===== config.mk =====
export PLATFORM = sky130hd
export DESIGN_NAME = smbus_read_word_master_top
export DESIGN_NICKNAME = d
export VERILOG_FILES = /design/src/sv/smbrw_pkg.sv /design/src/sv/smbrw_seq.sv /design/src/sv/smbus_read_word_master_top.sv
export VERILOG_INCLUDE_DIRS = /design/src /design/src/sv
export SDC_FILE = /design/constraint.sdc
export NUM_CORES = 1
export LEC_CHECK = 0
export BUFFER_PORTS_ARGS = -buffer_cell sky130_fd_sc_hd__buf_2
export CORE_MARGIN = 1
export CORE_UTILIZATION = 55
export DETAILED_ROUTE_END_ITERATION = 10
export PLACE_DENSITY = 0.85
export SLEW_MARGIN = 30
export SYNTH_ARGS = -nofsm -noshare
export SYNTH_HDL_FRONTEND = slang
export SYNTH_SLANG_ARGS = --single-unit

===== constraint.sdc =====
create_clock -name clk -period 9.3 [get_ports clk]
set_clock_uncertainty 0.15 [all_clocks]
set_input_delay 1.86 -clock clk [delete_from_list [all_inputs] [get_ports clk]]
set_output_delay 1.86 -clock clk [all_outputs]
set_load 0.01 [all_outputs]

===== src/sv/smbus_read_word_master_top_macros.svh =====
// Assertion macros used by the SMBus read-word master sequencer.
`ifndef SMBUS_READ_WORD_MASTER_TOP_MACROS_SVH
`define SMBUS_READ_WORD_MASTER_TOP_MACROS_SVH

// A property that holds on every clock edge outside reset.
`define SMBRW_ASSERT(lbl, prop, msg) \
	lbl: assert property (@(posedge clk) disable iff (!arst_n) prop) else $error(msg);

// A condition that must be followed by another one in the next cycle.
`define SMBRW_ASSERT_NEXT(lbl, pre, post, msg) \
	lbl: assert property (@(posedge clk) disable iff (!arst_n) (pre) |=> (post)) else $error(msg);

`endif


===== src/sv/smbrw_pkg.sv =====
// Types, constants and timing table of the SMBus read-word master.
package smbrw_pkg;

	// Sequence steps of one read-word transaction.
	typedef enum logic [3:0] {
		ST_IDLE   = 4'd0,
		ST_START1 = 4'd1,
		ST_ADDRW  = 4'd2,
		ST_CMD    = 4'd3,
		ST_START2 = 4'd4,
		ST_ADDRR  = 4'd5,
		ST_RLOW   = 4'd6,
		ST_RHIGH  = 4'd7,
		ST_RPEC   = 4'd8,
		ST_STOP   = 4'd9
	} step_t;

	// Configuration register indexes.
	localparam logic [7:0] CFG_SLAVE_ADDRESS  = 8'd0;
	localparam logic [7:0] CFG_COMMAND_CODE   = 8'd1;
	localparam logic [7:0] CFG_TICKS_PER_UNIT = 8'd2;
	localparam logic [7:0] CFG_TEMP_OFFSET    = 8'd3;

	// Configuration reset values.
	localparam logic [6:0]  SLAVE_ADDRESS_RST  = 7'd0;
	localparam logic [7:0]  COMMAND_CODE_RST   = 8'd7;
	localparam logic [7:0]  TICKS_PER_UNIT_RST = 8'd1;
	localparam logic [15:0] TEMP_OFFSET_RST    = 16'd27230;

	// One input item.
	typedef struct packed {
		logic kind;
		logic sda_in;
	} req_t;

	// One result item.
	typedef struct packed {
		logic               scl_level;
		logic               sda_release;
		logic               busy_res;
		logic               done_res;
		logic               nack_error;
		logic [15:0]        raw_word;
		logic [7:0]         pec_byte;
		logic signed [17:0] temp_centi;
	} rsp_t;

	// Bus settings used by the sequencer.
	typedef struct packed {
		logic [6:0] slave_address;
		logic [7:0] command_code;
		logic [7:0] ticks_per_unit;
	} seq_cfg_t;

	// Sequencer status after one item.
	typedef struct packed {
		logic        scl_level;
		logic        sda_release;
		logic        busy;
		logic        done;
		logic        nack;
		logic [15:0] raw_word;
		logic [7:0]  pec_byte;
	} seq_res_t;

	// Length of a bus phase in delay units.
	function automatic logic [3:0] phase_units(step_t step, logic [1:0] sub, logic read_slot);
		logic [3:0] units;
		units = 4'd4;
		case (step) inside
			ST_START1, ST_START2: begin
				case (sub)
					2'd0: units = 4'd1;
					2'd1: units = 4'd5;
					2'd2: units = 4'd10;
					default: units = 4'd4;
				endcase
			end
			ST_STOP: begin
				case (sub)
					2'd0: units = 4'd5;
					2'd1: units = 4'd5;
					2'd2: units = 4'd10;
					default: units = 4'd1;
				endcase
			end
			default: begin
				if (read_slot) begin
					units = sub[0] ? 4'd4 : 4'd10;
				end else begin
					case (sub)
						2'd0: units = 4'd5;
						2'd1: units = 4'd10;
						default: units = 4'd4;
					endcase
				end
			end
		endcase
		return units;
	endfunction

endpackage


===== src/sv/smbrw_seq.sv =====
// Bus sequencer: step state machine, bit timing and received bytes.
`include "smbus_read_word_master_top_macros.svh"

module smbrw_seq
	import smbrw_pkg::*;
(
	input  logic     clk,
	input  logic     arst_n,
	input  logic     adv,
	input  req_t     item,
	input  seq_cfg_t cfg,
	output seq_res_t res
);

	step_t       step_q, step_d;
	logic [1:0]  sub_q, sub_d;
	logic [11:0] phase_q, phase_d;
	logic [3:0]  bit_q, bit_d;
	logic [7:0]  shift_q, shift_d;
	logic [7:0]  low_q, low_d;
	logic [7:0]  high_q, high_d;
	logic [7:0]  pec_q, pec_d;
	logic        nack_q, nack_d;
	logic        scl_q, scl_d;
	logic        sda_q, sda_d;
	logic        done;

	logic        send_step, recv_step, edge_step, stop_step;
	logic        read_slot;
	logic        start_go, tick;
	logic [7:0]  tpu_eff;
	logic [3:0]  units;
	logic [11:0] limit;
	logic [11:0] phase_inc;
	logic        phase_done;
	logic [1:0]  sub_max;
	logic        sub_last;
	logic        slot_end;

	// Step classification and phase timing.
	assign send_step = (step_q == ST_ADDRW) || (step_q == ST_CMD) || (step_q == ST_ADDRR);
	assign recv_step = (step_q == ST_RLOW) || (step_q == ST_RHIGH) || (step_q == ST_RPEC);
	assign edge_step = (step_q == ST_START1) || (step_q == ST_START2);
	assign stop_step = (step_q == ST_STOP);
	assign read_slot = send_step ? bit_q[3] : !bit_q[3];

	assign start_go = adv && item.kind && (step_q == ST_IDLE);
	assign tick     = adv && !item.kind && (step_q != ST_IDLE);

	assign tpu_eff    = (cfg.ticks_per_unit == 8'd0) ? 8'd1 : cfg.ticks_per_unit;
	assign units      = phase_units(step_q, sub_q, read_slot);
	assign limit      = {4'b0, tpu_eff} * {8'b0, units};
	assign phase_inc  = phase_q + 12'd1;
	assign phase_done = phase_inc >= limit;

	// Last sub-phase: four for start and stop, two for a read bit, three for a sent bit.
	always_comb begin
		if (edge_step || stop_step) begin
			sub_max = 2'd3;
		end else if (read_slot) begin
			sub_max = 2'd1;
		end else begin
			sub_max = 2'd2;
		end
	end
	assign sub_last = sub_q == sub_max;
	assign slot_end = tick && phase_done && sub_last;

	// Next step of the transaction.
	always_comb begin
		step_d = step_q;
		if (start_go) begin
			step_d = ST_START1;
		end else if (slot_end) begin
			unique case (step_q) inside
				ST_START1: step_d = ST_ADDRW;
				ST_START2: step_d = ST_ADDRR;
				ST_STOP:   step_d = ST_IDLE;
				ST_ADDRW, ST_CMD, ST_ADDRR: begin
					if (bit_q[3]) begin
						if (shift_q[0]) begin
							step_d = ST_STOP;
						end else if (step_q == ST_ADDRW) begin
							step_d = ST_CMD;
						end else if (step_q == ST_CMD) begin
							step_d = ST_START2;
						end else begin
							step_d = ST_RLOW;
						end
					end
				end
				ST_RLOW:  if (bit_q[3]) step_d = ST_RHIGH;
				ST_RHIGH: if (bit_q[3]) step_d = ST_RPEC;
				ST_RPEC:  if (bit_q[3]) step_d = ST_STOP;
				default:  step_d = step_q;
			endcase
		end
	end

	// Line levels, counters, shift register and received bytes.
	always_comb begin
		sub_d   = sub_q;
		phase_d = phase_q;
		bit_d   = bit_q;
		shift_d = shift_q;
		low_d   = low_q;
		high_d  = high_q;
		pec_d   = pec_q;
		nack_d  = nack_q;
		scl_d   = scl_q;
		sda_d   = sda_q;
		done    = slot_end && stop_step;

		if (start_go) begin
			nack_d = 1'b0;
		end

		if (tick) begin
			// Levels of a phase are driven on its first tick.
			if (phase_q == 12'd0) begin
				if (edge_step) begin
					case (sub_q)
						2'd0: sda_d = 1'b1;
						2'd1: scl_d = 1'b1;
						2'd2: sda_d = 1'b0;
						default: scl_d = 1'b0;
					endcase
				end else if (stop_step) begin
					case (sub_q)
						2'd0: scl_d = 1'b0;
						2'd1: sda_d = 1'b0;
						2'd2: scl_d = 1'b1;
						default: sda_d = 1'b1;
					endcase
				end else if (read_slot) begin
					if (sub_q == 2'd0) begin
						scl_d = 1'b1;
						sda_d = 1'b1;
					end else begin
						scl_d = 1'b0;
					end
				end else begin
					case (sub_q)
						2'd0: sda_d = send_step ? shift_q[7] : 1'b0;
						2'd1: scl_d = 1'b1;
						default: scl_d = 1'b0;
					endcase
				end
			end

			phase_d = phase_inc;
			if (phase_done) begin
				phase_d = 12'd0;
				// Sample SDA at the end of the clock-high phase of a read bit.
				if (sub_q == 2'd0 && recv_step && !bit_q[3]) begin
					shift_d = {shift_q[6:0], item.sda_in};
				end else if (sub_q == 2'd0 && send_step && bit_q[3]) begin
					shift_d = {7'b0, item.sda_in};
				end

				if (sub_last) begin
					sub_d = 2'd0;
					if ((send_step || recv_step) && !bit_q[3]) begin
						if (send_step) begin
							shift_d = {shift_q[6:0], 1'b0};
						end
						bit_d = bit_q + 4'd1;
					end
					if (send_step && bit_q[3] && shift_q[0]) begin
						nack_d = 1'b1;
					end
					if (recv_step && bit_q[3]) begin
						case (step_q)
							ST_RLOW:  low_d  = shift_q;
							ST_RHIGH: high_d = shift_q;
							default:  pec_d  = shift_q;
						endcase
					end
				end else begin
					sub_d = sub_q + 2'd1;
				end
			end
		end

		// Entering a new step restarts its counters and loads the byte to send.
		if (step_d != step_q) begin
			sub_d   = 2'd0;
			phase_d = 12'd0;
			bit_d   = 4'd0;
			case (step_d)
				ST_ADDRW: shift_d = {cfg.slave_address, 1'b0};
				ST_CMD:   shift_d = cfg.command_code;
				ST_ADDRR: shift_d = {cfg.slave_address, 1'b1};
				default:  shift_d = 8'd0;
			endcase
		end
	end

	// Sequencer state registers.
	always_ff @(posedge clk or negedge arst_n) begin
		if (!arst_n) begin
			step_q  <= ST_IDLE;
			sub_q   <= 2'd0;
			phase_q <= 12'd0;
			bit_q   <= 4'd0;
			shift_q <= 8'd0;
			low_q   <= 8'd0;
			high_q  <= 8'd0;
			pec_q   <= 8'd0;
			nack_q  <= 1'b0;
			scl_q   <= 1'b1;
			sda_q   <= 1'b1;
		end else if (adv) begin
			step_q  <= step_d;
			sub_q   <= sub_d;
			phase_q <= phase_d;
			bit_q   <= bit_d;
			shift_q <= shift_d;
			low_q   <= low_d;
			high_q  <= high_d;
			pec_q   <= pec_d;
			nack_q  <= nack_d;
			scl_q   <= scl_d;
			sda_q   <= sda_d;
		end
	end

	// Status after this item.
	assign res.scl_level   = scl_d;
	assign res.sda_release = sda_d;
	assign res.busy        = step_d != ST_IDLE;
	assign res.done        = done;
	assign res.nack        = nack_d;
	assign res.raw_word    = {high_d, low_d};
	assign res.pec_byte    = pec_d;

	`SMBRW_ASSERT(a_bit_range, bit_q <= 4'd8, "bit index beyond the acknowledge slot")
	`SMBRW_ASSERT(a_phase_range, (step_q != ST_IDLE) |-> (phase_q < limit), "phase counter overran its phase")
	`SMBRW_ASSERT(a_idle_released, (step_q == ST_IDLE) |-> (scl_q && sda_q), "bus held while idle")
	`SMBRW_ASSERT_NEXT(a_start, start_go, step_q == ST_START1, "start request did not arm the sequence")
	`SMBRW_ASSERT_NEXT(a_done_idle, adv && done, step_q == ST_IDLE, "transaction ended without going idle")

endmodule


===== src/sv/smbus_read_word_master_top.sv =====
// Top level of the SMBus read-word master: ports, configuration and pipeline registers.
//
// Usage: each item on the req channel is either a tick (kind 0) carrying the
// sampled SDA level, or a request to begin a read-word transaction (kind 1).
// A begin on a busy master is ignored. Each tick advances the bus sequence by
// one tick; each item gives exactly one result on the rsp channel with the SCL
// level and SDA release to drive, busy, a done pulse, the nack flag, the raw
// word, the PEC byte and the temperature raw*2 minus the offset in hundredths.
// Registers are written on the cfg channel (index, data), which is always ready;
// write them only while no item is in flight.
// A result passes through one input register and one result register, with
// the sequencer logic between them. Throughput is one item per cycle while
// rsp_stall is low. When rsp_stall is high the result register holds its
// item; req_stall follows rsp_stall in the same cycle once both registers
// hold an item, so an empty input register still takes one more item.
// Reset clears both registers to empty, the bus lines to released high, the
// received bytes and the nack flag to zero, and loads the register defaults.

module smbus_read_word_master_top
	import smbrw_pkg::*;
(
	input  logic        clk,
	input  logic        arst_n,
	input  logic        req_valid,
	output logic        req_stall,
	input  req_t        req,
	output logic        rsp_valid,
	input  logic        rsp_stall,
	output rsp_t        rsp,
	input  logic        cfg_valid,
	output logic        cfg_ready,
	input  logic [7:0]  cfg_index,
	input  logic [15:0] cfg_data
);

	logic [6:0]  slave_address_q;
	logic [7:0]  command_code_q;
	logic [7:0]  ticks_per_unit_q;
	logic [15:0] temp_offset_q;

	logic        req_valid_s1;
	req_t        req_s1;
	logic        rsp_valid_q;
	rsp_t        rsp_q;

	logic        out_free;
	logic        adv;
	seq_cfg_t    seq_cfg;
	seq_res_t    seq_res;
	rsp_t        rsp_d;
	logic [17:0] temp_d;

	// Configuration registers.
	assign cfg_ready = 1'b1;

	always_ff @(posedge clk or negedge arst_n) begin
		if (!arst_n) begin
			slave_address_q  <= SLAVE_ADDRESS_RST;
			command_code_q   <= COMMAND_CODE_RST;
			ticks_per_unit_q <= TICKS_PER_UNIT_RST;
			temp_offset_q    <= TEMP_OFFSET_RST;
		end else if (cfg_valid && cfg_ready) begin
			unique case (cfg_index)
				CFG_SLAVE_ADDRESS:  slave_address_q  <= cfg_data[6:0];
				CFG_COMMAND_CODE:   command_code_q   <= cfg_data[7:0];
				CFG_TICKS_PER_UNIT: ticks_per_unit_q <= cfg_data[7:0];
				CFG_TEMP_OFFSET:    temp_offset_q    <= cfg_data;
				default: ;
			endcase
		end
	end

	// Handshake: the input stage moves on whenever the result register can load.
	assign out_free  = !rsp_valid_q || !rsp_stall;
	assign adv       = req_valid_s1 && out_free;
	assign req_stall = req_valid_s1 && !out_free;

	// Input register.
	always_ff @(posedge clk or negedge arst_n) begin
		if (!arst_n) begin
			req_valid_s1 <= 1'b0;
		end else if (!req_stall) begin
			req_valid_s1 <= req_valid;
		end
	end

	always_ff @(posedge clk) begin
		if (!req_stall && req_valid) begin
			req_s1 <= req;
		end
	end

	// Bus sequencer.
	assign seq_cfg.slave_address  = slave_address_q;
	assign seq_cfg.command_code   = command_code_q;
	assign seq_cfg.ticks_per_unit = ticks_per_unit_q;

	smbrw_seq u_seq (
		.clk    (clk),
		.arst_n (arst_n),
		.adv    (adv),
		.item   (req_s1),
		.cfg    (seq_cfg),
		.res    (seq_res)
	);

	// Result assembly; the temperature wraps to 18 bits.
	assign temp_d = {1'b0, seq_res.raw_word, 1'b0} - {2'b00, temp_offset_q};

	assign rsp_d.scl_level   = seq_res.scl_level;
	assign rsp_d.sda_release = seq_res.sda_release;
	assign rsp_d.busy_res    = seq_res.busy;
	assign rsp_d.done_res    = seq_res.done;
	assign rsp_d.nack_error  = seq_res.nack;
	assign rsp_d.raw_word    = seq_res.raw_word;
	assign rsp_d.pec_byte    = seq_res.pec_byte;
	assign rsp_d.temp_centi  = $signed(temp_d);

	// Result register.
	always_ff @(posedge clk or negedge arst_n) begin
		if (!arst_n) begin
			rsp_valid_q <= 1'b0;
		end else if (adv) begin
			rsp_valid_q <= 1'b1;
		end else if (!rsp_stall) begin
			rsp_valid_q <= 1'b0;
		end
	end

	always_ff @(posedge clk) begin
		if (adv) begin
			rsp_q <= rsp_d;
		end
	end

	assign rsp_valid = rsp_valid_q;
	assign rsp       = rsp_q;

endmodule


==> reports/metrics.yaml <==
timing:
  hold_ws_ns: 0.320
  final_hold_viol_count: 0
  fin_crit_ns: 8.86
  fin_crit_sh_pct: 95.3
  fmax_mhz: 113
  finalSetupViolCount: 0
  relSlewSlack_pct: 42.1
  max_slew.worst_pin.slew_ns: 0.866
  slew_violations: 0
die:
  num_io_pins: 81
  die_h_um: 129
  rows: 45
  die_x_um: 129
  die-area_um2: 16500
  core-area_um2: 15400
  start_util_pct: 57.1
finish:
  n_fill_cell: 1159
  final_util_pct: 65.6
  nets: 1031
  area_delta_synth_final_pct: 14.8
  multi_input_area_um2: 4530
  drive_gt1_share_pct: 23.0
  regArea_um2: 3940
  num_antenna_cells: 0
detailed_routing:
  viasPerCell: 6.05
  vias: 7003
  wl_per_cell_um: 17.5
  route.detailed.drc: 0
  drtIter0Drc: 531
  first_pass_iters: 6
  ant_nets: 0
  routed_wl_um: 20300
synthesis:
  synth_area_leader_cell: "dfrtp_1"
  avgSynthCellArea_um2: 10.4
  ys_warn_count: 0
  synthTopCellsByArea: "dfrtp_1 (24%), edfxtp_1 (17%), ha_1 (8.2%)"
  ys_ff_latch: 147
  synth_edf_count: 49
  netlist_instances: 850
  netlist.area_leader.share_pct: 23.6
  synth_fp_nets: 948
  ys_types: 81
  synth_ff_type: "dfrtp_1"
  mappedNetlistArea_um2: 8810
  synthArstFlopShare_pct: 66.7
  yosysSeqAreaShare_pct: 44.7
worst_setup_path:
  max_stage_delay_ns: 0.55
  cp_common_cell: "a21oi_1"
  required_ns: 9.33
  reg2reg_depth: 39
  cp.arrival_ns: 8.89
  cp_max_fo: 22
  crit_path_end_kind: "flip-flop"
  start_kind: "flip-flop"
  critical_path_class: "flip-flop to flip-flop"
  crit_slowest_cell: "fa_1"
power_and_ir_drop:
  ir_worst_vdd_mv: 0.207
  powerDensity_nw_per_um2: 236
  p_leak_uw: 0.00455
placement:
  place_congestion: 0.896
  io_buffer_count: 79
  dp_hpwl_um: 13700
clock_tree:
  hold_buffers: 0
  worst_skew_pair.late_latency_ns: 0.43
  clockRootBuffer: "clkbuf_16"
  htree_levels: 4
  cts_tree: "done"
  clockBufferDepth: 2
  cts_sinks: 147
  cts_inserted_buffers: 17
  path_clk_slew_ns: 0.07
global_route:
  grt_pass1_wl_um: 32800
  antenna_found_initial: 0
  grt_pass1_vias: 6631
  overflow: 0
  grtUsageTotal_pct: 25.7
  grt_max_degree: 80
min_path:
  hold_depth: 2
  holdCritPathClass: "flip-flop to flip-flop"
outcome:
  status: "completed"
job:
  drv_cap: 0
sequential cells by signal (all words and copies together), names as in the netlist, 7 cells and up:
| register | count |
|---|---|
| rsp | 47 |
| u_seq.phase_q | 12 |
| slave_address_q | 7 |
| command_code_q | 8 |
| u_seq.low_q | 8 |
| u_seq.high_q | 8 |
| ticks_per_unit_q | 8 |
| u_seq.shift_q | 8 |
| temp_offset_q | 16 |
| u_seq.pec_q | 8 |
per-layer routing:
metal / vias to the layer above / wire length [µm] / global-route usage [%]
li1: 3258 / - / -
met1: 3426 / 8560 / 33.0
met2: 286 / 10100 / 42.5
met3: 33 / 1340 / 5.90
met4: 0 / 331 / 9.55
met5: - / 0 / 0
path summary, 6_finish.rpt:
path	slack (ns)	endpoint	from
max reg2reg	0.44	rsp[16]$_DFFE_PP_	u_seq.step_q[1]$_DFFE_PN0P_
min reg2reg	0.32	u_seq.pec_q[1]$_DFFE_PN0P_	u_seq.pec_q[1]$_DFFE_PN0P_
min	0.32	u_seq.pec_q[1]$_DFFE_PN0P_	u_seq.pec_q[1]$_DFFE_PN0P_
min in group asynchronous	1.14	temp_offset_q[5]$_DFFE_PN0P_	arst_n
max	0.44	rsp[16]$_DFFE_PP_	u_seq.step_q[1]$_DFFE_PN0P_
max in group asynchronous	6.83	u_seq.step_q[1]$_DFFE_PN0P_	arst_n
critical path: cells and delay by family, from the launching register on:
family / cells / cell delay (ns)
AO/OA/AOI/OAI: 18 / 3.78
XOR/XNOR: 2 / 0.28
flip-flops: 1 / 0.46
buffers and inverters: 4 / 0.53
AND/OR/NAND/NOR: 9 / 1.23
adder cells (fa/ha/maj): 6 / 2.19
kinds of logic after synthesis:
| logic type | Yosys count | synth area share, % |
|---|---|---|
| XOR/XNOR | 45 | 4.47 |
| adder cells (fa/ha/maj) | 67 | 10.3 |
| AND/OR/NAND/NOR | 242 | 14.8 |
| AO/OA/AOI/OAI | 197 | 14.6 |
| flip-flops | 147 | 44.7 |
| other | 1 | 0.0425 |
| multiplexers | 53 | 6.71 |
| buffers and inverters | 98 | 4.42 |
placed cells by master, fill, tap and decap left out, drive strengths merged, types with 9 or more instances in the layout:
cell | synthesis | layout
nand4 | 17 | 17
clkbuf | 19 | 18
dfrtp | 83 | 83
mux2 | 49 | 49
edfxtp | 49 | 49
nand2b | 11 | 11
xnor2 | 26 | 26
inv | 65 | 74
xor2 | 19 | 19
nand2 | 66 | 66
ha | 58 | 58
nor2b | 10 | 10
a21oi | 44 | 44
nor2 | 47 | 47
and2 | 12 | 12
fa | 9 | 9
nand3 | 20 | 20
o211ai | 12 | 12
buf | 13 | 96
nor3 | 15 | 15
o21ai | 64 | 64
a31oi | 12 | 12
dfstp | 15 | 15
Yosys cell counts, drive strengths merged (6+ instances only):
library cell,n
and3,7
nand4,17
clkbuf,19
o211ai,12
nand3b,6
nand3,20
inv,65
dfstp,15
nand2b,11
nor3,15
nor2b,10
xnor2,26
o21ai,64
nor2,47
a21oi,44
buf,13
fa,9
nand2,66
a31oi,12
dfrtp,83
o41ai,8
and2,12
xor2,19
a221oi,8
mux2,49
ha,58
nor4,7
edfxtp,49
a21o,7
where the power goes:
group	leakage (µW)	internal, µW	switching [µW]	total [µW]
registers	0.00177	754	63.2	817
logic	0.00248	316	550	866
clock network	0.000301	411	295	707
total	0.00455	1480	909	2390
area by class of cell:
| cell class | instances | area share, % |
|---|---|---|
| tap | 211 | 2.61 |
| timing repair buffer | 96 | 5.27 |
| inverter | 66 | 2.45 |
| clock inverter | 14 | 1.61 |
| clock buffer | 18 | 4.34 |
| sequential | 147 | 39.0 |
| multi-input combinational | 605 | 44.7 |
metrics by stage:
stage	TNS, ns	setup slack, ns	instances	area, µm²	power [µW]
after floorplan	0	0.448	850	8810	1400
after global placement	0	0.597	1122	9440	1610
after detailed placement	0	0.112	1122	9450	1630
after CTS	0	0.125	1154	10100	2350
after global routing	-0.00855	-0.00855	1157	10100	2520
final	0	0.437	1157	10100	2390
what timing repair did:
item / 4_1_cts / 5_1_grt
endpoints found under the setup margin: 1 / 10
cloned: 0 / 0
resized for setup: 1 / 12
setup buffers: 0 / 3
pin swaps: 0 / 3
hold endpoints to repair: 0 / 0
No activity file was read; power rests on OpenSTA's default activity.
